==> src/sv/dnsae_pkg.sv <==
// Shared types and constants of the DNS response address extractor.
package dnsae_pkg;

   localparam int MaxDatagramDefault = 256;

   localparam logic [3:0] HdrLast = 4'd11;
   localparam logic [3:0] HdrLen  = 4'd12;
   localparam logic [7:0] PtrMask = 8'hC0;
   localparam logic [15:0] ACode  = 16'h0001;
   localparam logic [15:0] ALen   = 16'h0004;

   localparam logic [2:0] ST_OK          = 3'd0;
   localparam logic [2:0] ST_TOO_SHORT   = 3'd1;
   localparam logic [2:0] ST_ID_MISMATCH = 3'd2;
   localparam logic [2:0] ST_NOT_RESP    = 3'd3;
   localparam logic [2:0] ST_TRUNCATED   = 3'd4;
   localparam logic [2:0] ST_TC_MISMATCH = 3'd5;

   localparam logic KIND_ADDR   = 1'b0;
   localparam logic KIND_STATUS = 1'b1;

   typedef enum logic [12:0] {
      PH_HEADER     = 13'b0000000000001,
      PH_QNAME      = 13'b0000000000010,
      PH_QTYPE      = 13'b0000000000100,
      PH_QCLASS     = 13'b0000000001000,
      PH_NAME_FIRST = 13'b0000000010000,
      PH_NAME_REST  = 13'b0000000100000,
      PH_PTR        = 13'b0000001000000,
      PH_ATYPE      = 13'b0000010000000,
      PH_ACLASS     = 13'b0000100000000,
      PH_TTL        = 13'b0001000000000,
      PH_RDLEN      = 13'b0010000000000,
      PH_RDATA_A    = 13'b0100000000000,
      PH_RDATA_SKIP = 13'b1000000000000
   } phase_type;

   typedef struct packed {
      logic        kind;
      logic [31:0] address;
      logic [2:0]  status;
      logic        last;
   } result_type;

endpackage

==> src/sv/dns_response_address_extractor_unit.sv <==
// Top level: byte-serial DNS response parser that emits A-record addresses and a status word.
// A result is registered into the result queue when the byte that causes it is accepted.
// Throughput: one byte per cycle while req_tready is high; each byte is parsed in the cycle it is accepted.
// Results pass through a four-word queue; req_tready stays high while two words are free,
// so a byte yielding an address and a status at once always finds room for both words.
// Reset (synchronous): parser returns to the header phase, expected_id and queue clear.
module dns_response_address_extractor_unit
   import dnsae_pkg::*;
#(
   parameter int MAX_DATAGRAM = MaxDatagramDefault
) (
   input  logic        clock,
   input  logic        reset,
   input  logic        req_tvalid,
   output logic        req_tready,
   input  logic [7:0]  req_tdata,   // [7:0] data_byte
   input  logic        req_tlast,   // end_of_datagram
   output logic        rsp_tvalid,
   input  logic        rsp_tready,
   output logic [39:0] rsp_tdata,   // [31:0] address, [34:32] status, [39:35] zero
   output logic        rsp_tuser,   // kind
   output logic        rsp_tlast,   // last_of_run
   input  logic        csr_we,
   input  logic [15:0] csr_wdata    // expected_id
);

   localparam int PosW = $clog2(MAX_DATAGRAM + 1);
   localparam logic [PosW-1:0] PosMax = PosW'(MAX_DATAGRAM);

   logic [15:0]     expected_id_ff;
   phase_type       phase_ff, phase_in;
   logic [PosW-1:0] pos_ff, pos_in;
   logic [15:0]     fc_ff, fc_in;
   logic [15:0]     qtype_ff, qtype_in;
   logic [15:0]     qclass_ff, qclass_in;
   logic [15:0]     atype_ff, atype_in;
   logic [15:0]     aclass_ff, aclass_in;
   logic [15:0]     dlen_ff, dlen_in;
   logic [31:0]     acc_ff, acc_in;
   logic [2:0]      pend_ff, pend_in;
   logic            stopped_ff, stopped_in;

   result_type      q_ff [4];
   logic [1:0]      wr_ff, rd_ff;
   logic [2:0]      cnt_ff;

   logic            accept, counted, addr_hit, pop;
   logic [7:0]      b;
   logic [15:0]     fc_inc;
   logic [2:0]      st;
   logic [1:0]      nres;
   result_type      e0, e1;

   assign b       = req_tdata;
   assign accept  = req_tvalid && req_tready;
   assign counted = accept && (pos_ff < PosMax);
   assign fc_inc  = fc_ff + 16'd1;

   always_comb begin
      phase_in   = phase_ff;
      pos_in     = pos_ff + PosW'(counted);
      fc_in      = fc_ff;
      qtype_in   = qtype_ff;
      qclass_in  = qclass_ff;
      atype_in   = atype_ff;
      aclass_in  = aclass_ff;
      dlen_in    = dlen_ff;
      acc_in     = acc_ff;
      pend_in    = pend_ff;
      stopped_in = stopped_ff;
      addr_hit   = 1'b0;
      if (counted && !stopped_ff) begin
         unique case (phase_ff)
            PH_HEADER: begin
               if (pos_ff == PosW'(0)) begin
                  fc_in = {8'd0, b};
               end else if (pos_ff == PosW'(1)) begin
                  if ({fc_ff[7:0], b} != expected_id_ff) begin
                     stopped_in = 1'b1;
                     pend_in    = ST_ID_MISMATCH;
                  end
               end else if (pos_ff == PosW'(2)) begin
                  if (!b[7]) begin
                     stopped_in = 1'b1;
                     pend_in    = ST_NOT_RESP;
                  end
               end
               if (pos_ff == PosW'(HdrLast)) begin
                  phase_in = PH_QNAME;
                  fc_in    = '0;
               end
            end
            PH_QNAME: begin
               if (b == 8'd0) begin
                  phase_in = PH_QTYPE;
                  fc_in    = '0;
               end
            end
            PH_QTYPE: begin
               qtype_in = {qtype_ff[7:0], b};
               fc_in    = fc_inc;
               if (fc_inc == 16'd2) begin
                  phase_in = PH_QCLASS;
                  fc_in    = '0;
               end
            end
            PH_QCLASS: begin
               qclass_in = {qclass_ff[7:0], b};
               fc_in     = fc_inc;
               if (fc_inc == 16'd2) begin
                  phase_in = PH_NAME_FIRST;
                  fc_in    = '0;
               end
            end
            PH_NAME_FIRST: begin
               if ((b & PtrMask) == PtrMask) begin
                  phase_in = PH_PTR;
               end else if (b == 8'd0) begin
                  phase_in = PH_ATYPE;
                  fc_in    = '0;
               end else begin
                  phase_in = PH_NAME_REST;
               end
            end
            PH_NAME_REST: begin
               if (b == 8'd0) begin
                  phase_in = PH_ATYPE;
                  fc_in    = '0;
               end
            end
            PH_PTR: begin
               phase_in = PH_ATYPE;
               fc_in    = '0;
            end
            PH_ATYPE: begin
               atype_in = {atype_ff[7:0], b};
               fc_in    = fc_inc;
               if (fc_inc == 16'd2) begin
                  phase_in = PH_ACLASS;
                  fc_in    = '0;
               end
            end
            PH_ACLASS: begin
               aclass_in = {aclass_ff[7:0], b};
               fc_in     = fc_inc;
               if (fc_inc == 16'd2) begin
                  fc_in = '0;
                  if (atype_ff != qtype_ff || {aclass_ff[7:0], b} != qclass_ff) begin
                     stopped_in = 1'b1;
                     pend_in    = ST_TC_MISMATCH;
                  end else begin
                     phase_in = PH_TTL;
                  end
               end
            end
            PH_TTL: begin
               fc_in = fc_inc;
               if (fc_inc == 16'd4) begin
                  phase_in = PH_RDLEN;
                  fc_in    = '0;
               end
            end
            PH_RDLEN: begin
               dlen_in = {dlen_ff[7:0], b};
               fc_in   = fc_inc;
               if (fc_inc == 16'd2) begin
                  if (atype_ff == ACode && aclass_ff == ACode && dlen_in == ALen) begin
                     phase_in = PH_RDATA_A;
                     fc_in    = '0;
                     acc_in   = '0;
                  end else if (dlen_in == 16'd0) begin
                     phase_in = PH_NAME_FIRST;
                     fc_in    = '0;
                  end else begin
                     phase_in = PH_RDATA_SKIP;
                     fc_in    = dlen_in;
                  end
               end
            end
            PH_RDATA_A: begin
               acc_in = {acc_ff[23:0], b};
               fc_in  = fc_inc;
               if (fc_inc == ALen) begin
                  phase_in = PH_NAME_FIRST;
                  fc_in    = '0;
                  addr_hit = 1'b1;
               end
            end
            PH_RDATA_SKIP: begin
               fc_in = fc_ff - 16'd1;
               if (fc_in == 16'd0) begin
                  phase_in = PH_NAME_FIRST;
               end
            end
            default: begin
               phase_in = PH_HEADER;
            end
         endcase
      end

      if (pos_in <= PosW'(HdrLen)) begin
         st = ST_TOO_SHORT;
      end else if (stopped_in) begin
         st = pend_in;
      end else if (phase_in != PH_NAME_FIRST) begin
         st = ST_TRUNCATED;
      end else begin
         st = ST_OK;
      end

      e0 = '{kind: KIND_STATUS, address: 32'd0, status: st, last: 1'b1};
      e1 = e0;
      nres = '0;
      if (accept) begin
         if (addr_hit) begin
            e0   = '{kind: KIND_ADDR, address: acc_in, status: ST_OK, last: !req_tlast};
            nres = req_tlast ? 2'd2 : 2'd1;
         end else if (req_tlast) begin
            nres = 2'd1;
         end
      end

      if (accept && req_tlast) begin
         phase_in   = PH_HEADER;
         pos_in     = '0;
         fc_in      = '0;
         qtype_in   = '0;
         qclass_in  = '0;
         atype_in   = '0;
         aclass_in  = '0;
         dlen_in    = '0;
         acc_in     = '0;
         pend_in    = ST_OK;
         stopped_in = 1'b0;
      end
   end

   always_ff @(posedge clock) begin
      if (reset) begin
         expected_id_ff <= '0;
         phase_ff       <= PH_HEADER;
         pos_ff         <= '0;
         fc_ff          <= '0;
         qtype_ff       <= '0;
         qclass_ff      <= '0;
         atype_ff       <= '0;
         aclass_ff      <= '0;
         dlen_ff        <= '0;
         acc_ff         <= '0;
         pend_ff        <= ST_OK;
         stopped_ff     <= 1'b0;
      end else begin
         if (csr_we) begin
            expected_id_ff <= csr_wdata;
         end
         phase_ff   <= phase_in;
         pos_ff     <= pos_in;
         fc_ff      <= fc_in;
         qtype_ff   <= qtype_in;
         qclass_ff  <= qclass_in;
         atype_ff   <= atype_in;
         aclass_ff  <= aclass_in;
         dlen_ff    <= dlen_in;
         acc_ff     <= acc_in;
         pend_ff    <= pend_in;
         stopped_ff <= stopped_in;
      end
   end

   // result queue
   assign pop        = rsp_tvalid && rsp_tready;
   assign req_tready = cnt_ff <= 3'd2;

   always_ff @(posedge clock) begin
      if (reset) begin
         wr_ff  <= '0;
         rd_ff  <= '0;
         cnt_ff <= '0;
      end else begin
         wr_ff  <= wr_ff + nres;
         rd_ff  <= rd_ff + 2'(pop);
         cnt_ff <= cnt_ff + 3'(nres) - 3'(pop);
      end
   end

   always_ff @(posedge clock) begin
      if (nres != 2'd0) begin
         q_ff[wr_ff] <= e0;
      end
      if (nres == 2'd2) begin
         q_ff[wr_ff + 2'd1] <= e1;
      end
   end

   assign rsp_tvalid = cnt_ff != 3'd0;
   assign rsp_tdata  = {5'd0, q_ff[rd_ff].status, q_ff[rd_ff].address};
   assign rsp_tuser  = q_ff[rd_ff].kind;
   assign rsp_tlast  = q_ff[rd_ff].last;

endmodule

==> config.mk <==
export PLATFORM = sky130hd
export DESIGN_NAME = dns_response_address_extractor_unit
export DESIGN_NICKNAME = d
export VERILOG_FILES = /design/src/sv/dnsae_pkg.sv /design/src/sv/dns_response_address_extractor_unit.sv
export SDC_FILE = /design/constraint.sdc
export NUM_CORES = 1
export LEC_CHECK = 0
export BUFFER_PORTS_ARGS = -buffer_cell sky130_fd_sc_hd__buf_2
export CORE_ASPECT_RATIO = 0.5
export CORE_MARGIN = 8
export CORE_UTILIZATION = 48
export CTS_BUF_LIST = sky130_fd_sc_hd__clkbuf_4
export DETAILED_ROUTE_END_ITERATION = 7
export PLACE_DENSITY_LB_ADDON = 0.05
export SYNTH_ARGS = -nofsm -noshare
export SYNTH_HDL_FRONTEND = slang
export SYNTH_SLANG_ARGS = --single-unit
==> constraint.sdc <==
create_clock -name clock -period 7.7 [get_ports clock]
set_clock_uncertainty 0.2 [all_clocks]
set_input_delay 1.155 -clock clock [delete_from_list [all_inputs] [get_ports clock]]
set_output_delay 1.155 -clock clock [all_outputs]
set_load 0.02 [all_outputs]
Yosys cells after proc, flatten, opt, wreduce, memory -nomap -nowiden
Memories as Yosys holds them, arrays and structs flattened. A register that Yosys moved wholly into a read port is not among the register bits.
Index checks and enable logic that the tools add are counted.
Cells by class
  add/sub/neg operators: 8
  $lt $le $gt $ge: 3
  equal/unequal tests: 29
  mux-type cells: 67
  reductions and logical operators: 27
Operator list (count)
  13-bit two-way mux: 15
  13-bit case mux with 13 select lines: 1
  16-bit two-way mux: 9
  16-bit case mux with 8 select lines: 1
  32-bit two-way mux: 3
  37-bit two-way mux: 2
  32-bit case mux with 2 select lines: 1
  16-bit inequality test: 3
  3-bit two-way mux: 11
  16-bit by 1-bit == test with 1-bit output (second input constant): 2
  16-bit by 3-bit == test with 1-bit output (second input constant): 2
  16-bit zero test: 2
  16-bit by 1-bit adder with 16-bit output (second input constant): 1
  16-bit by 2-bit == test with 1-bit output (second input constant): 1
  1-bit two-way mux: 16
  8-bit two-way mux: 2
  16-bit by 1-bit subtractor with 16-bit output (second input constant): 1
  13-bit by 1-bit == test with 1-bit output (second input constant): 1
  13-bit by 10-bit == test with 1-bit output (second input constant): 1
  13-bit by 11-bit == test with 1-bit output (second input constant): 1
  13-bit by 12-bit == test with 1-bit output (second input constant): 1
  13-bit == test (second input constant): 1
  13-bit by 2-bit == test with 1-bit output (second input constant): 1
  13-bit by 3-bit == test with 1-bit output (second input constant): 1
  other kinds (37): 54
Word-level totals
  bits in registers: 169
  memory bits (writable): 148
  input port bits: 30
  memories kept: 1
Memory list
  q_ff: depth 4, width 37, read ports 1, clocked after memory_dff 1, write ports 2, line dns_response_address_extractor_unit.sv:43  | result_type q_ff [4];

Longest topological paths before layout
Gate-level depths: netlist of run 1.
  depth in word-level cells: 13
  depth in mapped cells: 20

Least setup slack after synthesis of run 1
No wires, ideal clock.
  path type: flip-flop to flip-flop
  start: register fc_ff[0]
  end: register cnt_ff[2]
  setup time: 0.128 ns
  arrival: 3.684 ns
  data required time: 7.372 ns
  setup slack: 3.689 ns
  stages on the path, launching flop included: 21
  cells stage by stage: dfxtp_1 ha_1 buf_4 nand4_4 or4_4 mux2i_2 nand3_1 nor2_1 nand2_1 inv_1 ha_1 and3_1 inv_1 ha_1 inv_1 ha_1 inv_1 fa_1 xnor2_1 xnor2_1 nor2_1
Between the ends
  cells in the longest elaborated chain, start to end: 9
Ends and longest elaborated chain
  from (decl): line dns_response_address_extractor_unit.sv:33  | logic [15:0] fc_ff, fc_in;
  from (signal assigned): line dns_response_address_extractor_unit.sv:258  | fc_ff <= fc_in;
  16-bit by 1-bit adder with 16-bit output: line dns_response_address_extractor_unit.sv:57  | assign fc_inc = fc_ff + 16'd1;
  16-bit by 3-bit == test with 1-bit output: line dns_response_address_extractor_unit.sv:183  | if (fc_inc == ALen) begin
  1-bit two-way mux: line dns_response_address_extractor_unit.sv:183
  1-bit two-way mux: line dns_response_address_extractor_unit.sv:73  | unique case (phase_ff)
  1-bit two-way mux: line dns_response_address_extractor_unit.sv:72  | if (counted && !stopped_ff) begin
  2-bit two-way mux: line dns_response_address_extractor_unit.sv:215  | if (addr_hit) begin
  2-bit two-way mux: line dns_response_address_extractor_unit.sv:214  | if (accept) begin
  3-bit by 2-bit adder with 3-bit output: line dns_response_address_extractor_unit.sv:282  | cnt_ff <= cnt_ff + 3'(nres) - 3'(pop);
  3-bit by 1-bit subtractor with 3-bit output: line dns_response_address_extractor_unit.sv:282
  to (signal assigned): line dns_response_address_extractor_unit.sv:282
  to (decl): line dns_response_address_extractor_unit.sv:45  | logic [2:0] cnt_ff;
Every way passes these cells.
A chain may end at the register's enable or synchronous reset.

==> results.md, run 1 <==
| Item | Reported | Unit |
| --- | --- | --- |
| Width of the die | 262 | um |
| Post-CTS Repair Setup Buffers | 0 | - |
| Wire length after detailed routing | 41.8 | mm |
| Placer Congestion | 0.926 | - |
| Worst endpoint data arrival time | 5760 | ps |
| Chip Height | 139 | um |
| Layout area overhead | 9.53 | % |
| Antenna violations before repair | 1 | - |
| Time the final worst path needs with I/O delays and setup | 5410 | ps |
| Maximum number of pins on one net before global-route repair | 104 | - |
| Mapped cell area | 0.0146 | mm^2 |
| Final routed wire length divided by cell count | 20.6 | um |
| Row Count | 45 | - |
| Crit path kind | reg -> reg | - |
| Drt drc | 0 | - |
| Accumulated negative setup slack | 0 | ps |
| Clock transition at the registers of the reported paths | 70 | ps |
| Highest fanout seen on the critical path | 33 | - |
| Total of cells resized after clock tree synthesis | 0 | - |
| Number of instances in the synthesized netlist | 1,551 | - |
| Core ar. | 0.0301 | mm^2 |
| Maximum buffer depth of the clock tree | 3 | - |
| Final Hold Fails | 0 | - |
| Worst min path class | reg -> reg | - |
| Number of vias after detailed routing | 12.3k | - |
| Worst voltage drop across the vdd grid | 0.147 | mV |
| Number of flip-flops and latches in the synthesized netlist | 309 | - |
| Hold buffer count at cts | 0 | - |
| Distinct cells, synth | 83 | - |
| Leading register cell type out of synthesis | sky130_fd_sc_hd__dfxtp_1 | - |
| Leakage dissipation | 0.00629 | uW |
| Num CTS Buffers | 72 | - |
| Number of I/O port buffers | 68 | - |
| Post-route clock period utilization | 70.3 | % |
| Critical Path Start Type | register | - |
| Most common library cell in the layout ignoring fill and taps | sky130_fd_sc_hd__dfxtp_1 | - |
| Max-cap violation count | 0 | - |
| Worst-skew pair later-pin latency | 750 | ps |
| Post-detailed-placement half-perimeter wirelength | 26.9 | mm |
| Nature of the critical path endpoint | register | - |
| Number of clock sinks | 309 | - |
| Unrepaired setup endpoints after global routing | false | - |
| Highest clock frequency the design can meet | 0.185 | GHz |
| Max Slew Vio Count | 0 | - |
| CTS tree | done | - |
| Slew at the pin closest to its max-slew limit | 1090 | ps |
| CTS H-tree depth | 3 | - |
| Count of endpoints failing setup in the final report | 0 | - |
| Portion of the post-synthesis area used by sequential elements | 43.3 | % |
| Power density relative to cell area | 245 | mW/mm^2 |
| Count of nets after finishing | 1,620 | - |
| Final cell utilization of the core | 53.0 | % |
| Worst slack on hold paths | 253 | ps |
| Area of the die | 0.0365 | mm^2 |
| Async set or reset register ratio after synthesis | 0 | % |
| Router iterations before antenna repair | 5 | - |
| Number of global-route vias before repair | 12.0k | - |
| CTS Root Buffer Type | sky130_fd_sc_hd__clkbuf_4 | - |
| Mean instance size in the synthesized netlist | 9.40 | um^2 |
| First-pass GRT wire length | 67.1 | mm |
| Ports placed on the boundary | 74 | - |
| Count of flip-flops with a built-in enable after synthesis | 12 | - |
| Number of warnings reported in the yosys synthesis log | 0 | - |
| Max-slew headroom | 27.0 | % |
| Initial Utilization | 48.4 | % |
| Total global-route track usage | 22.3 | % |
| Layout cells sized above 1 | 17.0 | % |
| Global-route congestion overflow total | 0 | - |
| Ratio of routed vias to standard cells | 6.05 | - |
| Result of the run | complete, no violations | - |
| Commonest non-fill, non-tap cells in the layout | sky130_fd_sc_hd__dfxtp_1 (295), sky130_fd_sc_hd__nand2_1 (157), sky130_fd_sc_hd__nor2_1 (148) | - |
| First-iteration detailed-routing DRC count | 1,200 | - |
| Final antenna-violating net count | 0 | - |
| Total power | 3920 | uW |
| Required time of the critical path | 8050 | ps |
final cells by class:
type / instances / area, um^2
diodes: 1 / 2.50
flip-flops and latches: 309 / 6310
repair buffers: 85 / 468
multi-input cells: 1088 / 7640
clock buffers: 108 / 811
inverters: 21 / 78.8
well taps: 399 / 499
fillers: 2795 / 14200
clock inverters: 16 / 156
flip-flops by register name, indices dropped and copies added (netlist names), 8 cells and up:
register,count
fc_ff,16
qclass_ff,16
q_ff,148
atype_ff,16
qtype_ff,16
phase_ff,13
acc_ff,24
dlen_ff,8
aclass_ff,16
expected_id_ff,16
pos_ff,9
layer usage:
metal	vias up	GRT usage, %	routed length (um)
li1	5780	-	-
met1	5943	30.8	19600
met2	482	34.5	18600
met3	67	4.99	2730
met4	0	7.26	820
met5	-	0	0
where the power goes:
group,switching [uW],internal (uW)
registers,83.6,1660
logic,482,270
clock network,678,744
stage by stage:
stage                     setup slack [ps]  cell area (um^2)  std cells
after global routing                  1970             16000       2027
after CTS                             2370             16000       2026
after detailed placement              1920             15000       1902
final                                 2290             16000       2027
after floorplan                       3690             14600       1555
after global placement                2170             15000       1902
worst paths after layout:
kind	cells after the start	to	slack (ps)	startpoint
worst max-delay path	15	q_ff[1][3]	2290	fc_ff[0]
worst min-delay path	2	aclass_ff[8]	250	aclass_ff[8]
worst max register to register	15	q_ff[1][3]	2290	fc_ff[0]
worst min register to register	2	aclass_ff[8]	250	aclass_ff[8]
logic make-up (layout without fill, tap and decap cells):
| family | count (synthesis) | count (layout) | synth area share, % |
|---|---|---|---|
| compound gates | 368 | 368 | 18.6 |
| xor+xnor | 86 | 86 | 5.17 |
| fa+ha+maj | 13 | 13 | 1.17 |
| buf+inv | 158 | 230 | 4.64 |
| flops | 309 | 309 | 43.3 |
| mux | 84 | 84 | 9.00 |
| other cells | 1 | 6 | 0.0257 |
| simple gates | 532 | 532 | 18.1 |
critical path: stages (launching register included):
cell and delay [ps]:
sky130_fd_sc_hd__dfxtp_1 670, sky130_fd_sc_hd__ha_1 490, sky130_fd_sc_hd__nand4_4 200, sky130_fd_sc_hd__or4_4 590, sky130_fd_sc_hd__mux2i_2 270, sky130_fd_sc_hd__nand3_1 190
sky130_fd_sc_hd__nor2_1 310, sky130_fd_sc_hd__nand2_1 170, sky130_fd_sc_hd__inv_1 190, sky130_fd_sc_hd__ha_1 330, sky130_fd_sc_hd__mux2_2 280, sky130_fd_sc_hd__nand2_1 50
sky130_fd_sc_hd__or2_2 580, sky130_fd_sc_hd__inv_1 290, sky130_fd_sc_hd__nand2_1 140, sky130_fd_sc_hd__nor4_1 300
cell usage after synthesis (8+ instances only):
cell type / instances / area [um^2]
sky130_fd_sc_hd__nor2b_1: 8 / 50.1
sky130_fd_sc_hd__nand2b_1: 8 / 50.1
sky130_fd_sc_hd__clkbuf_1: 100 / 375
sky130_fd_sc_hd__buf_2: 18 / 90.1
sky130_fd_sc_hd__and2_1: 9 / 56.3
sky130_fd_sc_hd__a22oi_1: 35 / 263
sky130_fd_sc_hd__xor2_1: 65 / 569
sky130_fd_sc_hd__ha_1: 12 / 150
sky130_fd_sc_hd__mux2i_1: 43 / 430
sky130_fd_sc_hd__xnor2_1: 21 / 184
sky130_fd_sc_hd__nand3_1: 33 / 165
sky130_fd_sc_hd__nor2_1: 152 / 571
sky130_fd_sc_hd__a211oi_1: 8 / 60.1
sky130_fd_sc_hd__o21ai_0: 32 / 160
sky130_fd_sc_hd__nand2_1: 157 / 589
sky130_fd_sc_hd__and3_1: 11 / 68.8
sky130_fd_sc_hd__nor3_1: 27 / 135
sky130_fd_sc_hd__or3_1: 11 / 68.8
sky130_fd_sc_hd__o221ai_1: 9 / 78.8
sky130_fd_sc_hd__dfxtp_1: 297 / 5950
sky130_fd_sc_hd__edfxtp_1: 12 / 360
sky130_fd_sc_hd__a22o_1: 129 / 1130
sky130_fd_sc_hd__a21oi_1: 80 / 400
sky130_fd_sc_hd__nor4_1: 43 / 269
sky130_fd_sc_hd__nand4_1: 18 / 113
sky130_fd_sc_hd__inv_1: 21 / 78.8
sky130_fd_sc_hd__mux4_2: 37 / 833
sky130_fd_sc_hd__buf_4: 8 / 60.1
(Power assumes the default switching activity.)
==> run 2: changes to the inputs <==
- ABC_AREA: default -> 1
- clock period: 7.7 -> 5.56 ns (I/O delays scaled with it)
==> results.md, run 2 <==
| Item | Reported | Unit | Delta |
| --- | --- | --- | --- |
| Clock transition at the registers of the reported paths | 70 | ps | about the same |
| CTS H-tree depth | 3 | - | unchanged |
| Post-CTS Repair Setup Buffers | 0 | - | unchanged |
| Sequence of cells on the critical path | ha_1 -> nand2_1 -> nor2_1 -> nand2_1 -> xor2_1 -> nor2_1 -> nand2_2 -> nor2_8 -> nand2_2 -> nor2_4 -> ha_1 -> inv_1 -> nor2_1 -> inv_1 -> nor2_1 -> inv_1 -> nor3_1 -> nor2_2 -> buf_4 -> inv_1 -> o21ai_0 -> nor2_1 | - | was ha_1 -> nand4_4 -> or4_4 -> mux2i_2 -> nand3_1 -> nor2_1 -> nand2_1 -> inv_1 -> ha_1 -> mux2_2 -> nand2_1 -> or2_2 -> inv_1 -> nand2_1 -> nor4_1 |
| Worst-skew pair later-pin latency | 760 | ps | was 750 ps |
| Nature of the critical path endpoint | register | - | unchanged |
| Number of flip-flops and latches in the synthesized netlist | 317 | - | was 309 |
| Core ar. | 0.0314 | mm^2 | was 0.0301 mm^2 |
| Final antenna-violating net count | 0 | - | unchanged |
| Row Count | 46 | - | was 45 |
| Mean instance size in the synthesized netlist | 6.91 | um^2 | was 9.40 um^2 |
| Num CTS Buffers | 75 | - | was 72 |
| Antenna violations before repair | 1 | - | unchanged |
| Wire length after detailed routing | 43.0 | mm | was 41.8 mm |
| Worst endpoint data arrival time | 4940 | ps | was 5760 ps |
| Portion of the post-synthesis area used by sequential elements | 42.7 | % | was 43.3% |
| Share of the synthesized area in the top cell type | 40.4 | % | was 40.8% |
| Number of warnings reported in the yosys synthesis log | 0 | - | unchanged |
| Async set or reset register ratio after synthesis | 0 | % | unchanged |
| Post-detailed-placement half-perimeter wirelength | 28.4 | mm | was 26.9 mm |
| Total global-route track usage | 22.4 | % | was 22.3% |
| Count of endpoints failing setup in the final report | 0 | - | unchanged |
| Accumulated negative setup slack | 0 | ps | unchanged |
| Worst min path class | in -> reg | - | was reg -> reg |
| Final cell utilization of the core | 53.3 | % | was 53.0% |
| Time the final worst path needs with I/O delays and setup | 4560 | ps | was 5410 ps |
| Result of the run | complete, no violations | - | unchanged |
| Max Slew Vio Count | 0 | - | unchanged |
| Library cell appearing most often on the critical path | sky130_fd_sc_hd__nor2_1 | - | was sky130_fd_sc_hd__nand2_1 |
| Final routed wire length divided by cell count | 15.7 | um | was 20.6 um |
| Most common library cell in the layout ignoring fill and taps | sky130_fd_sc_hd__nand2_1 | - | was sky130_fd_sc_hd__dfxtp_1 |
| Chip Height | 142 | um | was 139 um |
| Number of clock sinks | 317 | - | was 309 |
| Longest individual stage delay on the worst path | 510 | ps | was 670 ps |
| CTS tree | done | - | unchanged |
| First-pass GRT wire length | 69.0 | mm | was 67.1 mm |
| Layout area overhead | 10.5 | % | was 9.53% |
| Initial Utilization | 48.2 | % | was 48.4% |
| Count leader, synth | sky130_fd_sc_hd__nand2_1 | - | was sky130_fd_sc_hd__dfxtp_1 |
| Ports placed on the boundary | 74 | - | unchanged |
| Number of vias after detailed routing | 14.2k | - | was 12.3k |
| Total of cells resized after clock tree synthesis | 0 | - | unchanged |
| Worst voltage drop across the vdd grid | 0.214 | mV | was 0.147 mV |
| Power density relative to cell area | 353 | mW/mm^2 | was 245 mW/mm^2 |
| Most area-consuming cells after synthesis | sky130_fd_sc_hd__dfxtp_1 (40%), sky130_fd_sc_hd__nand2_1 (11%), sky130_fd_sc_hd__o21ai_0 (7.8%) | - | was sky130_fd_sc_hd__dfxtp_1 (41%), sky130_fd_sc_hd__a22o_1 (7.8%), sky130_fd_sc_hd__mux4_2 (5.7%) |
| Commonest non-fill, non-tap cells in the layout | sky130_fd_sc_hd__nand2_1 (460), sky130_fd_sc_hd__nor2_1 (308), sky130_fd_sc_hd__dfxtp_1 (304) | - | was sky130_fd_sc_hd__dfxtp_1 (295), sky130_fd_sc_hd__nand2_1 (157), sky130_fd_sc_hd__nor2_1 (148) |
| Max-cap violation count | 0 | - | unchanged |
| Router iterations before antenna repair | 5 | - | unchanged |
| Most frequent cells after synthesis | sky130_fd_sc_hd__nand2_1 (460), sky130_fd_sc_hd__nor2_1 (313), sky130_fd_sc_hd__dfxtp_1 (305), sky130_fd_sc_hd__inv_1 (235), sky130_fd_sc_hd__o21ai_0 (235) | - | was sky130_fd_sc_hd__dfxtp_1 (297), sky130_fd_sc_hd__nand2_1 (157), sky130_fd_sc_hd__nor2_1 (152), sky130_fd_sc_hd__a22o_1 (129), sky130_fd_sc_hd__clkbuf_1 (100) |
| Maximum buffer depth of the clock tree | 3 | - | unchanged |
| Distinct cells, synth | 52 | - | was 83 |
| Highest clock frequency the design can meet | 0.219 | GHz | was 0.185 GHz |
| Cell type with the largest total area after synthesis | sky130_fd_sc_hd__dfxtp_1 | - | unchanged |
| Layout cells sized above 1 | 12.6 | % | was 17.0% |
| Drt drc | 0 | - | unchanged |
| R2r setup slk | 1000 | ps | was 2290 ps |
| Hold buffer count at cts | 0 | - | unchanged |
| Max-slew headroom | 27.0 | % | about the same |
| Unrepaired setup endpoints after global routing | false | - | unchanged |
| Maximum number of pins on one net before global-route repair | 76 | - | was 104 |
| Count of flip-flops with a built-in enable after synthesis | 12 | - | unchanged |
| Slew at the pin closest to its max-slew limit | 1090 | ps | about the same |
| Highest fanout seen on the critical path | 33 | - | unchanged |
| Count of nets after finishing | 2,297 | - | was 1,620 |
| First-iteration detailed-routing DRC count | 1,217 | - | was 1,200 |
| CTS Root Buffer Type | sky130_fd_sc_hd__clkbuf_4 | - | unchanged |
| Top register by number of flip-flops | q_ff | - | unchanged |
| Final Hold Fails | 0 | - | unchanged |
| Number of global-route vias before repair | 13.0k | - | was 12.0k |
| Leakage dissipation | 0.00677 | uW | was 0.00629 uW |
| Flip-flop count of the largest register, all copies and words added | 148 | - | unchanged |
| Mapped cell area | 0.0151 | mm^2 | was 0.0146 mm^2 |
| Global-route congestion overflow total | 0 | - | unchanged |
| Placer Congestion | 0.852 | - | was 0.926 |
| Leading register cell type out of synthesis | sky130_fd_sc_hd__dfxtp_1 | - | unchanged |
| Ratio of routed vias to standard cells | 5.18 | - | was 6.05 |
| Width of the die | 267 | um | was 262 um |
| Number of instances in the synthesized netlist | 2,189 | - | was 1,551 |
| Post-route clock period utilization | 82.0 | % | was 70.3% |
| Worst path slowest cell | sky130_fd_sc_hd__dfxtp_1 | - | unchanged |
| Largest registers | q_ff: 148 flops, acc_ff: 32 flops | - | was q_ff: 148 flops, acc_ff: 24 flops |
| Fill cell count | 3,196 | - | was 2,795 |
| Area of the die | 0.0378 | mm^2 | was 0.0365 mm^2 |
| Crit path kind | reg -> reg | - | unchanged |
| Critical Path Start Type | register | - | unchanged |
| Required time of the critical path | 5940 | ps | was 8050 ps |
| Number of I/O port buffers | 68 | - | unchanged |
[run 2: cell count changes in the layout (fill, tap and decap cells not counted), moves of 28 or more]
cell	previous run	this run
sky130_fd_sc_hd__a21oi_1	80	108
sky130_fd_sc_hd__a22o_1	129	0
sky130_fd_sc_hd__a22oi_1	35	1
sky130_fd_sc_hd__inv_1	21	233
sky130_fd_sc_hd__mux2i_1	43	0
sky130_fd_sc_hd__mux4_2	37	0
sky130_fd_sc_hd__nand2_1	157	460
sky130_fd_sc_hd__nand2_2	0	30
sky130_fd_sc_hd__nor2_1	148	308
sky130_fd_sc_hd__nor4_1	43	2
sky130_fd_sc_hd__o21ai_0	32	234
sky130_fd_sc_hd__o21ai_1	2	97
sky130_fd_sc_hd__o22ai_1	3	57
sky130_fd_sc_hd__xor2_1	65	21
[run 2: worst max-delay path, delay by kind of cell, from the launching register on]
kind                       cells  cell delay, ps
buffers and inverters          5             780
AOI/OAI and AO/OA              1             210
DFF                            1             510
adders and majority gates      2             460
xor gates and xnor gates       1             180
and+or+nand+nor               13            2050
[run 2: cells by family (layout without fill, tap and decap cells)]
kind of cell               Yosys count  in the layout  synth area share (%)
buffers and inverters              354            468                  9.26
xor gates and xnor gates            37             37                  2.19
adders and majority gates           13             13                  1.12
DFF                                317            317                  42.7
and+or+nand+nor                    939            939                  25.8
AOI/OAI and AO/OA                  528            528                  18.9
other                                1              6                0.0248
[run 2: metrics by stage]
stage	instance area (um^2)	hold WS [ps]	setup WS (ps)	total power (uW)	std cells
global placement	15700	234	1210	3980	2609
CTS	16700	45.5	1060	5970	2739
global route	16700	69.5	518	6250	2740
finish	16700	128	1000	5910	2740
detailed placement	15700	237	1100	3970	2609
floorplan	15100	222	1740	3510	2193
[run 2: report_power, final]
part           internal, uW  switching [uW]
logic                   439            1060
registers              2350            71.4
clock network          1020             963
total                  3810            2100
[run 2: final timing paths]
| kind | start | to | cells after the start |
|---|---|---|---|
| min | csr_wdata[15] | expected_id_ff[15] | 3 |
| max | fc_ff[0] | q_ff[0][1] | 22 |
| max reg2reg | fc_ff[0] | q_ff[0][1] | 22 |
| min reg2reg | q_ff[2][15] | q_ff[2][15] | 2 |
[run 2: layer usage]
layer	share of wire [%]	up-vias	global-route usage, %
met5	0	-	0
met4	2.3	0	7.30
met3	5.4	83	4.32
met2	43	359	35.0
met1	49	6515	30.9
li1	-	7248	-
[run 2: final cells by class]
class                   instances  area, um^2  share of cell area [%]
clock buffers                 113         848                    5.07
repair buffers                 89         498                    2.98
multi-input cells            1522        7300                    43.7
well taps                     432         541                    3.23
clock inverters                17         130                   0.778
flip-flops and latches        317        6470                    38.7
inverters                     249         936                    5.60
diodes                          1        2.50                  0.0150
